$ cat config.mk
export PLATFORM = sky130hd
export DESIGN_NAME = link_announce_and_message_deframer
export DESIGN_NICKNAME = d
export VERILOG_FILES = /design/src/rtl/core/lamd_pkg.sv /design/src/rtl/core/lamd_out_stage.sv /design/src/rtl/core/link_announce_and_message_deframer.sv
export SDC_FILE = /design/constraint.sdc
export NUM_CORES = 1
export LEC_CHECK = 0
export CAP_MARGIN = 5
export CELL_PAD_IN_SITES_DETAIL_PLACEMENT = 1
export CELL_PAD_IN_SITES_GLOBAL_PLACEMENT = 1
export CORE_ASPECT_RATIO = 1.5
export CORE_MARGIN = 2
export CORE_UTILIZATION = 52
export DETAILED_ROUTE_END_ITERATION = 7
export DONT_BUFFER_PORTS = 1
export PLACE_DENSITY_LB_ADDON = 0.1
export SYNTH_ARGS = -nofsm -noshare
export SYNTH_HDL_FRONTEND = slang
export SYNTH_SLANG_ARGS = --single-unit
$ cat constraint.sdc
create_clock -name clk -period 5 [get_ports clk]
set_clock_uncertainty 0.05 [all_clocks]
set_input_delay 1 -clock clk [delete_from_list [all_inputs] [get_ports clk]]
set_output_delay 1 -clock clk [all_outputs]
set_load 0.01 [all_outputs]
$ cat src/rtl/core/lamd_pkg.sv
// Shared types and codes for the link announce and message deframer.
package lamd_pkg;

  localparam int unsigned BYTE_W = 8;
  localparam int unsigned EV_W   = 2;
  localparam int unsigned POS_W  = 6;
  localparam int unsigned CFG_IDX_W = 2;

  // Result event codes
  localparam logic [EV_W-1:0] EV_NAME = 2'd0;
  localparam logic [EV_W-1:0] EV_ADDR = 2'd1;
  localparam logic [EV_W-1:0] EV_CONN = 2'd2;
  localparam logic [EV_W-1:0] EV_MSG  = 2'd3;

  // Configuration register indexes
  localparam logic [CFG_IDX_W-1:0] CFG_FILL     = 2'd0;
  localparam logic [CFG_IDX_W-1:0] CFG_PREAMBLE = 2'd1;
  localparam logic [CFG_IDX_W-1:0] CFG_POSTAMBLE = 2'd2;
  localparam logic [CFG_IDX_W-1:0] CFG_SEPARATOR = 2'd3;

  // Link phases
  localparam logic [1:0] PH_HUNT      = 2'd0;
  localparam logic [1:0] PH_ANNOUNCE  = 2'd1;
  localparam logic [1:0] PH_CONNECTED = 2'd2;

  localparam logic [BYTE_W-1:0] SPACE_CHAR = 8'h20;

  typedef struct packed {
    logic [EV_W-1:0]   event_res;
    logic [BYTE_W-1:0] data_a;
    logic [BYTE_W-1:0] data_b;
    logic [POS_W-1:0]  position;
  } result_t;

endpackage

$ cat src/rtl/core/lamd_out_stage.sv
// Result register with valid/stall handshake toward the consumer.
module lamd_out_stage (
  input  logic              clk,
  input  logic              rst_n,
  input  logic              load,
  input  lamd_pkg::result_t load_data,
  output logic              busy,
  output logic              out_valid,
  input  logic              out_stall,
  output lamd_pkg::result_t out_data
);

  logic              valid_r;
  logic              valid_nxt;
  lamd_pkg::result_t data_r;

  // Upstream may transfer only when the held result is not stuck
  assign busy = valid_r && out_stall;

  always_comb begin
    valid_nxt = valid_r;
    if (!busy) begin
      valid_nxt = load;
    end
  end

  always_ff @(posedge clk) begin
    if (!rst_n) begin
      valid_r <= 1'b0;
    end else begin
      valid_r <= valid_nxt;
    end
  end

  always_ff @(posedge clk) begin
    if (!busy && load) begin
      data_r <= load_data;
    end
  end

  assign out_valid = valid_r;
  assign out_data  = data_r;

endmodule

$ cat src/rtl/core/link_announce_and_message_deframer.sv
// Top level of the link announce and message deframer.
//
// One received byte is taken per cycle whenever the result register is free
// or its result is being transferred out in the same cycle; each byte is
// decoded in a single pass from the current state straight into the result
// register, so the block sustains one byte per clock and results appear in
// the cycle after the byte that caused them. The only throttle is downstream
// stall on a held result. After reset the block hunts for preamble_len fill
// bytes, then emits name and address characters with their positions, emits
// a connect event with both lengths after postamble_len fill bytes, and from
// then on pairs bytes into two-byte messages. Characters past NAME_CAP-1
// (name) or ADDR_CAP (address) are dropped silently.
module link_announce_and_message_deframer #(
  parameter int unsigned NAME_CAP = 49,
  parameter int unsigned ADDR_CAP = 16
) (
  input  logic       clk,
  input  logic       rst_n,
  input  logic       cfg_we,
  input  logic [1:0] cfg_index,
  input  logic [7:0] cfg_wdata,
  input  logic       in_valid,
  output logic       in_stall,
  input  logic [7:0] in_rx_byte,
  output logic       out_valid,
  input  logic       out_stall,
  output logic [1:0] out_event_res,
  output logic [7:0] out_data_a,
  output logic [7:0] out_data_b,
  output logic [5:0] out_position
);

  localparam int unsigned NLW = (NAME_CAP > 1) ? $clog2(NAME_CAP) : 1;
  localparam int unsigned ALW = $clog2(ADDR_CAP + 1);
  localparam logic [NLW-1:0] NAME_MAX = NLW'(NAME_CAP - 1);
  localparam logic [ALW-1:0] ADDR_MAX = ALW'(ADDR_CAP);

  logic [7:0] fill_byte_r;
  logic [3:0] preamble_len_r;
  logic [3:0] postamble_len_r;
  logic [7:0] separator_byte_r;

  logic [1:0]     phase_r,          phase_nxt;
  logic [3:0]     run_count_r,      run_count_nxt;
  logic           name_done_r,      name_done_nxt;
  logic [NLW-1:0] name_length_r,    name_length_nxt;
  logic [ALW-1:0] address_length_r, address_length_nxt;
  logic [7:0]     held_byte_r,      held_byte_nxt;
  logic           half_message_r,   half_message_nxt;

  logic              accept;
  logic              busy;
  logic              emit;
  lamd_pkg::result_t res;
  lamd_pkg::result_t out_data;
  logic [3:0]        run_inc;
  logic              is_fill;

  assign in_stall = busy;
  assign accept   = in_valid && !busy;
  assign run_inc  = run_count_r + 4'd1;
  assign is_fill  = (in_rx_byte == fill_byte_r);

  always_ff @(posedge clk) begin
    if (!rst_n) begin
      fill_byte_r      <= 8'hFF;
      preamble_len_r   <= 4'd8;
      postamble_len_r  <= 4'd8;
      separator_byte_r <= 8'h22;
    end else if (cfg_we) begin
      case (cfg_index)
        lamd_pkg::CFG_FILL:      fill_byte_r      <= cfg_wdata;
        lamd_pkg::CFG_PREAMBLE:  preamble_len_r   <= cfg_wdata[3:0];
        lamd_pkg::CFG_POSTAMBLE: postamble_len_r  <= cfg_wdata[3:0];
        lamd_pkg::CFG_SEPARATOR: separator_byte_r <= cfg_wdata;
        default: ;
      endcase
    end
  end

  always_comb begin
    phase_nxt          = phase_r;
    run_count_nxt      = run_count_r;
    name_done_nxt      = name_done_r;
    name_length_nxt    = name_length_r;
    address_length_nxt = address_length_r;
    held_byte_nxt      = held_byte_r;
    half_message_nxt   = half_message_r;
    emit               = 1'b0;
    res.event_res      = lamd_pkg::EV_NAME;
    res.data_a         = in_rx_byte;
    res.data_b         = 8'd0;
    res.position       = '0;

    case (phase_r)
      lamd_pkg::PH_HUNT: begin
        if (is_fill) begin
          if (run_inc == preamble_len_r) begin
            run_count_nxt = 4'd0;
            phase_nxt     = lamd_pkg::PH_ANNOUNCE;
          end else begin
            run_count_nxt = run_inc;
          end
        end else begin
          run_count_nxt = 4'd0;
        end
      end
      lamd_pkg::PH_ANNOUNCE: begin
        if (is_fill) begin
          if (run_inc == postamble_len_r) begin
            run_count_nxt = 4'd0;
            phase_nxt     = lamd_pkg::PH_CONNECTED;
            emit          = 1'b1;
            res.event_res = lamd_pkg::EV_CONN;
            res.data_a    = 8'(name_length_r);
            res.data_b    = 8'(address_length_r);
          end else begin
            run_count_nxt = run_inc;
          end
        end else begin
          run_count_nxt = 4'd0;
          if (in_rx_byte == separator_byte_r) begin
            name_done_nxt = 1'b1;
          end else if (!name_done_r) begin
            if (name_length_r < NAME_MAX) begin
              name_length_nxt = name_length_r + NLW'(1);
              emit            = 1'b1;
              res.event_res   = lamd_pkg::EV_NAME;
              res.position    = lamd_pkg::POS_W'(name_length_r);
            end
          end else if (in_rx_byte != lamd_pkg::SPACE_CHAR &&
                       address_length_r < ADDR_MAX) begin
            address_length_nxt = address_length_r + ALW'(1);
            emit               = 1'b1;
            res.event_res      = lamd_pkg::EV_ADDR;
            res.position       = lamd_pkg::POS_W'(address_length_r);
          end
        end
      end
      lamd_pkg::PH_CONNECTED: begin
        if (!half_message_r) begin
          held_byte_nxt    = in_rx_byte;
          half_message_nxt = 1'b1;
        end else begin
          half_message_nxt = 1'b0;
          emit             = 1'b1;
          res.event_res    = lamd_pkg::EV_MSG;
          res.data_a       = held_byte_r;
          res.data_b       = in_rx_byte;
        end
      end
      default: begin
        phase_nxt = lamd_pkg::PH_HUNT;
      end
    endcase
  end

  always_ff @(posedge clk) begin
    if (!rst_n) begin
      phase_r          <= lamd_pkg::PH_HUNT;
      run_count_r      <= 4'd0;
      name_done_r      <= 1'b0;
      name_length_r    <= '0;
      address_length_r <= '0;
      held_byte_r      <= 8'd0;
      half_message_r   <= 1'b0;
    end else if (accept) begin
      phase_r          <= phase_nxt;
      run_count_r      <= run_count_nxt;
      name_done_r      <= name_done_nxt;
      name_length_r    <= name_length_nxt;
      address_length_r <= address_length_nxt;
      held_byte_r      <= held_byte_nxt;
      half_message_r   <= half_message_nxt;
    end
  end

  lamd_out_stage u_out_stage (
    .clk       (clk),
    .rst_n     (rst_n),
    .load      (accept && emit),
    .load_data (res),
    .busy      (busy),
    .out_valid (out_valid),
    .out_stall (out_stall),
    .out_data  (out_data)
  );

  assign out_event_res = out_data.event_res;
  assign out_data_a    = out_data.data_a;
  assign out_data_b    = out_data.data_b;
  assign out_position  = out_data.position;

endmodule
==> impl_metrics.yaml, run 1 <==
synth:
  post_synth.cell_area_avg_um2: 9.774
  seq_area_frac_synth: 0.4859
  netlist_top_cells_area: "dfxtp_1 29%, edfxtp_1 20%, mux2i_1 6.3%"
  synth_cell_types: 53
  mappedNetlistNets: 400
  async_reset_ff_frac: 0
  synth-main-ff-cell: "dfxtp_1"
  syn_inst: 371
  postSynthRegisterBits: 76
  synthesis.area_mm2: 0.003626
  synth-edff-count: 24
  ys_warn_count: 0
  ys_top_cells_by_count: "57 x nand2_1, 52 x dfxtp_1, 24 x edfxtp_1, 24 x nor2_1"
  largest_area_contributor_in_the_synthesized_netlist: "dfxtp_1"
  synth.top_cell.area_share: 0.2871
  synth_most_common_cell: "nand2_1"
setup_path:
  path_max_fanout: 24
  path_class: "register to register"
  critPathLaunch: "run_count_r[0]$_SDFFE_PN0P_"
  critPathRequiredTime_ps: 4920
  crit_path_end_kind: "register"
  timing.critical_path.arrival_ps: 2960
  worst_setup_path_start_kind: "register"
  regToRegStartpoint: "run_count_r[0]$_SDFFE_PN0P_"
  ff2ff_setup_slack_ps: 1960
finish:
  final_net_count: 393
  final_layout_size_suffix_gt1_frac: 0.07317
  area_growth_from_synthesis_to_layout_pct: 7.384
  antenna-diode-count: 0
clock_tree:
  htree_levels: 3
  post-cts-setup-buffers: 0
  cts_max_path_buffers: 2
  hold_fix_buffers_cts: 0
  tritoncts.num_buffers: 9
  cts_tree: "done"
  clockRootBuffer: "clkbuf_8"
  resized_gates_after_cts: 0
  clock_sink_count: 76
  clk_latency_ps: 350
  cts.clk_slew.worst_paths_ps: 80
power:
  sw_frac_of_total: 0.2031
  finalPower_w: 0.001265
  seq_power_share: 0.512
  power.share.combinational: 0.042
  power.switching_w: 0.0002569
  pwr_density_cell_mw_per_mm2: 324.8
  leakage_nw: 1.554
  vdd_drop_max_uv: 180.2
  power.clock.fraction: 0.447
  p_int_w: 0.001008
routing:
  num_vias: 2712
  ant_nets: 0
  initialDrtViolationCount: 148
  route.detailed.drc: 0
  finalWirelength_um: 8939
  routedWlPerCell_um: 20.00
  drt-vias-per-instance: 6.067
  drt-pass1-iter-count: 4
die:
  core_mm2: 0.006805
  floorplan.initialDensity: 0.5328
  rows: 37
  die_area_mm2: 0.007671
  fp.dieW_um: 72.18
  io-pin-count: 49
  fp.dieH_um: 106.3
sta:
  worst-slew-pin-transition_ps: 1186
  report.final.hold_viol_count: 0
  final.min_clock_period_ps: 3036
  worst_slew_margin_rel: 0.2087
  timing_max_transition_violations_final: 0
  final_layout_setup_total_negative_slack_ps: 0
  period_share: 0.6073
  fmaxAchievable_ghz: 0.3293
  timing.final.setup_violations: 0
  grt_setup_unrepaired: "no"
global_route:
  pin_count_of_the_biggest_net_entering_global_routing: 33
  grt.total_usage: 0.2546
  wire_length_of_the_first_global_routing_pass_um: 14730
  globalRoute.totalOverflow: 0
  first_global_vias: 2858
  initial_antenna_violation_count: 0
placement:
  gp_congestion: 0.8843
  post-dp-hpwl_um: 6601
  port_buffers: 0
hold_path:
  startpoint_of_the_lowest_slack_hold_path: "half_message_r$_SDFFE_PN0P_"
  hold_path_class: "register to register"
status:
  run_status: "finished clean"
job:
  cap_violations: 0
## kinds of logic (layout without fill, tap and decap cells)
kind of cell	count (synthesis)	count (layout)	share of synthesized area
adders and majority gates	6	6	0.02070
muxes	23	23	0.06349
xor gates and xnor gates	28	28	0.07143
AOI/OAI and AO/OA	57	57	0.1135
DFF	76	76	0.4859
and+or+nand+nor	153	153	0.2126
buffers and inverters	28	26	0.03244
## flip-flops by register name, summed over array words and instances, names as in the netlist, 4 cells and up
name,flops
name_length_r,6
postamble_len_r,4
u_out_stage.out_data,24
address_length_r,5
preamble_len_r,4
separator_byte_r,8
fill_byte_r,8
run_count_r,4
held_byte_r,8
## final timing paths
check                           cells past startpoint                            endpoint
worst min register to register                      2         half_message_r$_SDFFE_PN0P_
worst max register to register                      7  u_out_stage.out_data[10]$_DFFE_PP_
worst max-delay path                                7  u_out_stage.out_data[10]$_DFFE_PP_
worst min-delay path                                2         half_message_r$_SDFFE_PN0P_
## per-layer routing
layer,share of wire,track usage,vias to the layer above
met2,0.52,0.4548,75
met1,0.40,0.2747,1321
met3,0.040,0.05972,24
met4,0.037,0.1213,0
met5,0,0,-
li1,-,-,1292
## power by group through the flow
stage               clock network (W)  logic (W)  registers [W]
detailed placement                  0  0.0000522       0.000661
global route                 0.000592  0.0000584       0.000647
floorplan                           0  0.0000487       0.000659
finish                       0.000565  0.0000526       0.000647
global placement                    0  0.0000495       0.000661
CTS                          0.000572  0.0000529       0.000647
## worst max-delay path, cell delays in order, from the launching register on
cell and delay [ps]:
dfxtp_1 450, ha_1 320, xnor2_1 160, nand2_1 100, or3_4 380, nor3_4 270, o31ai_1 160, nor2_2 770
## area by class of cell
type | count | area [um2]
flip-flops and latches | 76 | 1762
clock buffers | 11 | 141.4
repair buffers | 2 | 15.01
well taps | 78 | 97.59
fillers | 732 | 2912
multi-input cells | 267 | 1749
clock inverters | 5 | 98.84
inverters | 8 | 30.03
## stage by stage
stage | setup WS (ps) | utilization | hold slack, ps | std cells | area (um2)
3_5_place_dp | 1644 | 0.5369 | 422.2 | 431 | 3654
2_1_floorplan | 1450 | - | 398.2 | 371 | 3626
3_3_place_gp | 1698 | 0.5369 | 412.7 | 431 | 3654
5_1_grt | 1690 | 0.5722 | 460.0 | 447 | 3894
6_report | 1964 | 0.5722 | 433.0 | 447 | 3894
4_1_cts | 1931 | 0.5722 | 433.4 | 447 | 3894
## cells in the final DEF (no fill, tap or decap), types with 8 or more instances in the layout
cell type  instances
and2_1            13
xnor2_1           23
dfxtp_1           52
edfxtp_1          24
nand3_1           16
a21oi_1           17
mux2i_1           23
inv_1              8
nor2_1            23
clkbuf_8          10
nand2_1           57
(Power assumes the default switching activity.)
==> run 2: changes to the inputs <==
--- a/config.mk
+++ b/config.mk
@@ -10,7 +10,7 @@
 export CELL_PAD_IN_SITES_GLOBAL_PLACEMENT = 1
 export CORE_ASPECT_RATIO = 1.5
 export CORE_MARGIN = 2
-export CORE_UTILIZATION = 52
+export CORE_UTILIZATION = 44
 export DETAILED_ROUTE_END_ITERATION = 7
 export DONT_BUFFER_PORTS = 1
 export PLACE_DENSITY_LB_ADDON = 0.1
==> constraint.sdc (replaced) <==
create_clock -name clk -period 2.7 [get_ports clk]
set_clock_uncertainty 0.05 [all_clocks]
set_input_delay 0.54 -clock clk [delete_from_list [all_inputs] [get_ports clk]]
set_output_delay 0.54 -clock clk [all_outputs]
set_load 0.01 [all_outputs]
==> impl_metrics.yaml, run 2 (synthesis results as in run 1) <==
status:
  run_status: "finished clean"
placement:
  post-dp-hpwl_um: 6521
  gp_congestion: 0.7843
  post_place_setup_slack_ps: 207.7
  port_buffers: 0
  place.detailed.instances: 465
routing:
  initialDrtViolationCount: 63
  route.detailed.drc: 0
  finalWirelength_um: 8682
  ant_nets: 0
  routedWlPerCell_um: 18.05
  drt-vias-per-instance: 5.528
  num_vias: 2659
  drt-pass1-iter-count: 4
sta:
  worst_slew_margin_rel: 0.5885
  timing_max_transition_violations_final: 0
  period_share: 0.9135
  fmaxAchievable_ghz: 0.4054
  final_layout_setup_total_negative_slack_ps: 0
  timing.final.setup_violations: 0
  worst-slew-pin-transition_ps: 616.6
  grt_setup_unrepaired: "no"
  report.final.hold_viol_count: 0
  final.min_clock_period_ps: 2466
  worst_slack_ps: 233.5
global_route:
  first_global_vias: 2795
  grt.total_usage: 0.2105
  globalRoute.totalOverflow: 0
  initial_antenna_violation_count: 0
  wire_length_of_the_first_global_routing_pass_um: 14270
  pin_count_of_the_biggest_net_entering_global_routing: 29
finish:
  final_net_count: 400
  largest_reg_flops: 24
  layout.cells.most_common: "nand2_1"
  antenna-diode-count: 0
  layout_common_cells: "57 x nand2_1, 52 x dfxtp_1, 24 x edfxtp_1"
  final_layout_size_suffix_gt1_frac: 0.07979
  area_growth_from_synthesis_to_layout_pct: 10.59
  final_cell_count_without_fillers: 481
  finalCoreUtilization: 0.5008
die:
  core_mm2: 0.008008
  rows: 40
  floorplan.initialDensity: 0.4528
  fp.dieH_um: 115.2
  fp.dieW_um: 78.12
  io-pin-count: 49
  die_area_mm2: 0.008998
clock_tree:
  cts_max_path_buffers: 2
  cts.clk_slew.worst_paths_ps: 50
  htree_levels: 3
  clk_latency_ps: 330
  clock_sink_count: 76
  post-cts-setup-buffers: 0
  hold_fix_buffers_cts: 0
  clockRootBuffer: "clkbuf_16"
  resized_gates_after_cts: 0
  tritoncts.num_buffers: 9
  cts_tree: "done"
setup_path:
  crit_path_end_kind: "register"
  critical_path.slowest_cell: "dfxtp_1"
  critical_path_buffers_and_inverters: 0
  cpLargestDelayFamily: "simple AND/OR/NAND/NOR gates"
  path_max_fanout: 8
  critPathRequiredTime_ps: 2730
  worst_setup_path_start_kind: "register"
  timing.critical_path.arrival_ps: 2490
  cp_cell_sequence: "ha_1, xnor2_1, nand2_1, or3_4, o21ai_2, nand3_2, a221o_1"
  path_class: "register to register"
  reg2reg_depth: 7
  crit_path_max_incr_delay_ps: 430
  critical_path_cell_count: 7
power:
  power.share.combinational: 0.042
  p_int_w: 0.001847
  power.clock.fraction: 0.445
  vdd_drop_max_uv: 343.8
  pwr_density_cell_mw_per_mm2: 582.2
  power.switching_w: 0.0004877
  finalPower_w: 0.002335
  seq_power_share: 0.514
  sw_frac_of_total: 0.2089
  leakage_nw: 1.582
hold_path:
  hold_path_class: "input pin to register"
  min_delay_path_depth: 1
job:
  cap_violations: 0
[run 2: cell types whose count changed in the layout (fill, tap and decap cells not counted)]
| cell | change |
|---|---|
| nor2_2 | -1 |
| clkbuf_16 | +9 |
| clkbuf_8 | -10 |
| nor2_4 | +1 |
| buf_12 | +1 |
| buf_4 | +6 |
| clkbuf_1 | +2 |
| clkinv_1 | +2 |
| bufinv_16 | -3 |
[run 2: layer usage]
| metal | share of wire | track usage |
|---|---|---|
| met5 | 0 | 0 |
| met4 | 0.034 | 0.1228 |
| met3 | 0.022 | 0.02747 |
| met2 | 0.55 | 0.3966 |
| met1 | 0.39 | 0.2215 |
[run 2: worst paths after layout]
kind	endpoint	from	slack, ps
min	postamble_len_r[3]$_SDFFE_PN1P_	rst_n	220
max	u_out_stage.out_data[15]$_DFFE_PP_	run_count_r[0]$_SDFFE_PN0P_	230
max reg2reg	u_out_stage.out_data[15]$_DFFE_PP_	run_count_r[0]$_SDFFE_PN0P_	230
min reg2reg	separator_byte_r[3]$_SDFFE_PN0P_	separator_byte_r[3]$_SDFFE_PN0P_	420
[run 2: layout make-up]
class / instances / area (um2)
fill: 916 / 3998
sequential: 76 / 1762
tap: 105 / 131.4
clock buffer: 12 / 236.5
inverter: 8 / 30.03
multi-input combinational: 267 / 1754
timing repair buffer: 9 / 80.08
clock inverter: 4 / 16.27
[run 2: power by group through the flow]
stage	Sequential (W)	Combinational [W]	Clock, W
final	0.00120	0.0000969	0.00104
after global routing	0.00120	0.000109	0.00111
after global placement	0.00122	0.0000945	0
after floorplan	0.00122	0.0000907	0
after CTS	0.00120	0.0000990	0.00107
after detailed placement	0.00122	0.0000982	0
[run 2: through the flow]
| stage | hold WS, ps | area [um2] |
|---|---|---|
| 6_report | 224.6 | 4010 |
| 3_3_place_gp | 409.4 | 3757 |
| 2_1_floorplan | 398.2 | 3633 |
| 4_1_cts | 212.0 | 4010 |
| 3_5_place_dp | 412.7 | 3757 |
| 5_1_grt | 219.0 | 4010 |
==> run 3: changes to the inputs <==
--- a/config.mk
+++ b/config.mk
@@ -5,12 +5,13 @@
 export SDC_FILE = /design/constraint.sdc
 export NUM_CORES = 1
 export LEC_CHECK = 0
+export ABC_AREA = 1
 export CAP_MARGIN = 5
 export CELL_PAD_IN_SITES_DETAIL_PLACEMENT = 1
 export CELL_PAD_IN_SITES_GLOBAL_PLACEMENT = 1
 export CORE_ASPECT_RATIO = 1.5
 export CORE_MARGIN = 2
-export CORE_UTILIZATION = 44
+export CORE_UTILIZATION = 42
 export DETAILED_ROUTE_END_ITERATION = 7
 export DONT_BUFFER_PORTS = 1
 export PLACE_DENSITY_LB_ADDON = 0.1
==> impl_metrics.yaml, run 3 <==
routing:
  detailroute.wirelength.met2_um: 5608
  initialDrtViolationCount: 106
  drt-vias-per-instance: 5.386
  routed_metal_1_wire_length_um: 4539
  maxUsedRoutingLayer: "met4"
  num_vias: 3458
  routed-wl-met3_um: 326
  route.detailed.drc: 0
  drt-pass1-iter-count: 4
  finalWirelength_um: 10830
  ant_nets: 0
  routedWlPerCell_um: 16.87
die:
  fp.dieW_um: 84.02
  floorplan.initialDensity: 0.4334
  rows: 43
  fp.dieH_um: 124.0
  die_area_mm2: 0.01042
  core_mm2: 0.009308
  io-pin-count: 49
placement:
  post_place_setup_slack_ps: 337.5
  port_buffers: 0
  post-dp-hpwl_um: 8277
  gp_congestion: 0.7732
hold_path:
  min_delay_path_depth: 1
  startpoint_of_the_lowest_slack_hold_path: "rst_n"
  hold_path_class: "input pin to register"
  hold_path_end: "fill_byte_r[2]$_SDFFE_PN1P_"
clock_tree:
  cts.clk_slew.worst_paths_ps: 60
  hold_fix_buffers_cts: 0
  clock_sink_count: 76
  cts_tree: "done"
  tritoncts.num_buffers: 9
  clockRootBuffer: "clkbuf_16"
  resized_gates_after_cts: 0
  post-cts-setup-buffers: 0
  cts_max_path_buffers: 2
  clk_latency_ps: 340
  htree_levels: 3
setup_path:
  timing.critical_path.arrival_ps: 2310
  timing.rr.end: "u_out_stage.out_data[21]$_DFFE_PP_"
  regToRegStartpoint: "run_count_r[0]$_SDFFE_PN0P_"
  critPathRequiredTime_ps: 2660
  crit_path_end_kind: "register"
  worst_setup_path_start_kind: "register"
  path_max_fanout: 24
  ff2ff_setup_slack_ps: 350
  reg2reg_depth: 12
  path_class: "register to register"
synth:
  yosys-mux-area-fraction: 0
  netlist_top_cells_area: "dfxtp_1 26%, edfxtp_1 18%, nand2_1 11%"
  ys_warn_count: 0
  synth_fa_ha_area_frac: 0.01861
  post_synth.cell_area_avg_um2: 7.743
  seq_area_frac_synth: 0.4367
  synth_top_family_by_area: "simple AND/OR/NAND/NOR gates"
  synth_xor_area_frac: 0.02388
  synth.top_cell.area_share: 0.2581
  mappedNetlistNets: 550
  ys_top_cells_by_count: "120 x nand2_1, 54 x inv_1, 52 x dfxtp_1, 45 x a21oi_1, 42 x nor2_1"
  async_reset_ff_frac: 0
  synth_most_common_cell: "nand2_1"
  synth-compound-area-share: 0.1483
  synth_cell_types: 37
  synthesis.area_mm2: 0.004034
  postSynthRegisterBits: 76
  synth-main-ff-cell: "dfxtp_1"
  largest_area_contributor_in_the_synthesized_netlist: "dfxtp_1"
  simple_gate_share_of_the_synthesized_area: 0.2965
  syn_inst: 521
  synth-edff-count: 24
status:
  run_status: "finished clean"
global_route:
  first_global_vias: 3617
  wire_length_of_the_first_global_routing_pass_um: 17830
  globalRoute.totalOverflow: 0
  initial_antenna_violation_count: 0
  grt.total_usage: 0.2206
  pin_count_of_the_biggest_net_entering_global_routing: 34
finish:
  antenna-diode-count: 0
  layout_common_cells: "120 x nand2_1, 54 x inv_1, 52 x dfxtp_1"
  final_net_count: 554
  layout.cells.most_common: "nand2_1"
  final_layout_size_suffix_gt1_frac: 0.1358
  seq_area_mm2: 0.001762
  largest_reg_flops: 24
  multi_input_gate_area_mm2: 0.001966
  area_growth_from_synthesis_to_layout_pct: 9.677
  layout.filler_cells: 1157
sta:
  fmaxAchievable_ghz: 0.4256
  whs_ps: 235.5
  timing_max_transition_violations_final: 0
  grt_setup_unrepaired: "no"
  worst_slew_margin_rel: 0.4403
  final.min_clock_period_ps: 2350
  timing.final.setup_violations: 0
  report.final.hold_viol_count: 0
  worst-slew-pin-transition_ps: 838.6
  final_layout_setup_total_negative_slack_ps: 0
  worst_slack_ps: 350.4
  period_share: 0.8702
power:
  pwr_density_cell_mw_per_mm2: 547.6
  leakage_nw: 1.808
  vdd_drop_max_uv: 363.4
job:
  cap_violations: 0
[run 3: cell count changes after synthesis, moves of 9 or more]
cell / before / now
a21oi_1: 17 / 45
and2_1: 13 / 0
inv_1: 8 / 54
inv_2: 0 / 11
mux2i_1: 23 / 0
nand2_1: 57 / 120
nand2_2: 0 / 9
nand3_1: 16 / 38
nor2_1: 24 / 42
o21ai_0: 4 / 22
o21ai_1: 1 / 10
xnor2_1: 23 / 7
[run 3: layer usage]
| layer | up-vias | global-route usage |
|---|---|---|
| li1 | 1717 | - |
| met1 | 1639 | 0.2462 |
| met2 | 79 | 0.4008 |
| met3 | 23 | 0.03181 |
| met4 | 0 | 0.1240 |
| met5 | - | 0 |
[run 3: power breakdown]
group	total, W	switching, W	leakage [nW]	internal, W
combinational	0.000141	0.0000910	1.04	0.0000502
clock	0.00108	0.000461	0.127	0.000619
sequential	0.00120	0.0000103	0.642	0.00119
total	0.00242	0.000562	1.81	0.00186
[run 3: final cells by class]
type	count	area share
multi-input cells	365	0.4443
flip-flops and latches	76	0.3982
inverters	66	0.05628
clock buffers	13	0.05430
well taps	112	0.03167
repair buffers	7	0.01188
clock inverters	3	0.003394
[run 3: cells by family after synthesis]
logic type      count (synthesis)
buf+inv                        80
flops                          76
xor+xnor                       11
fa+ha+maj                       6
compound gates                102
simple gates                  246
[run 3: through the flow]
| stage | util | instance area (um2) | power, W | cells |
|---|---|---|---|---|
| finish | 0.4753 | 4424 | 0.002423 | 642 |
| global route | 0.4753 | 4424 | 0.002499 | 642 |
| CTS | 0.4753 | 4424 | 0.002442 | 642 |
| detailed placement | 0.4479 | 4169 | 0.001369 | 626 |
| global placement | 0.4479 | 4169 | 0.001364 | 626 |
| floorplan | - | 4034 | 0.001341 | 521 |
[run 3: worst max path at each step]
stage | end | depth (start not counted) | start | slack [ps]
floorplan | u_out_stage.out_data[0]$_SDFFCE_PP0P_ | 11 | run_count_r[0]$_SDFFE_PN0P_ | 300
global placement | u_out_stage.out_data[20]$_DFFE_PP_ | 12 | run_count_r[0]$_SDFFE_PN0P_ | 430
detailed placement | u_out_stage.out_data[20]$_DFFE_PP_ | 12 | run_count_r[0]$_SDFFE_PN0P_ | 340
CTS | u_out_stage.out_data[21]$_DFFE_PP_ | 12 | run_count_r[0]$_SDFFE_PN0P_ | 320
global route | u_out_stage.out_data[21]$_DFFE_PP_ | 12 | run_count_r[0]$_SDFFE_PN0P_ | 130
finish | u_out_stage.out_data[21]$_DFFE_PP_ | 12 | run_count_r[0]$_SDFFE_PN0P_ | 350
[run 3: worst max-delay path, cell delays in order, from the launching register on]
cell     delay, ps
dfxtp_1        380
ha_1           370
inv_1           70
nand2_1         60
nand2_1         80
nor2_4         110
nand3_4        100
nor2_8         190
nand3_4        100
nand3_2         80
nand2_1         70
inv_1           60
buf_4          290
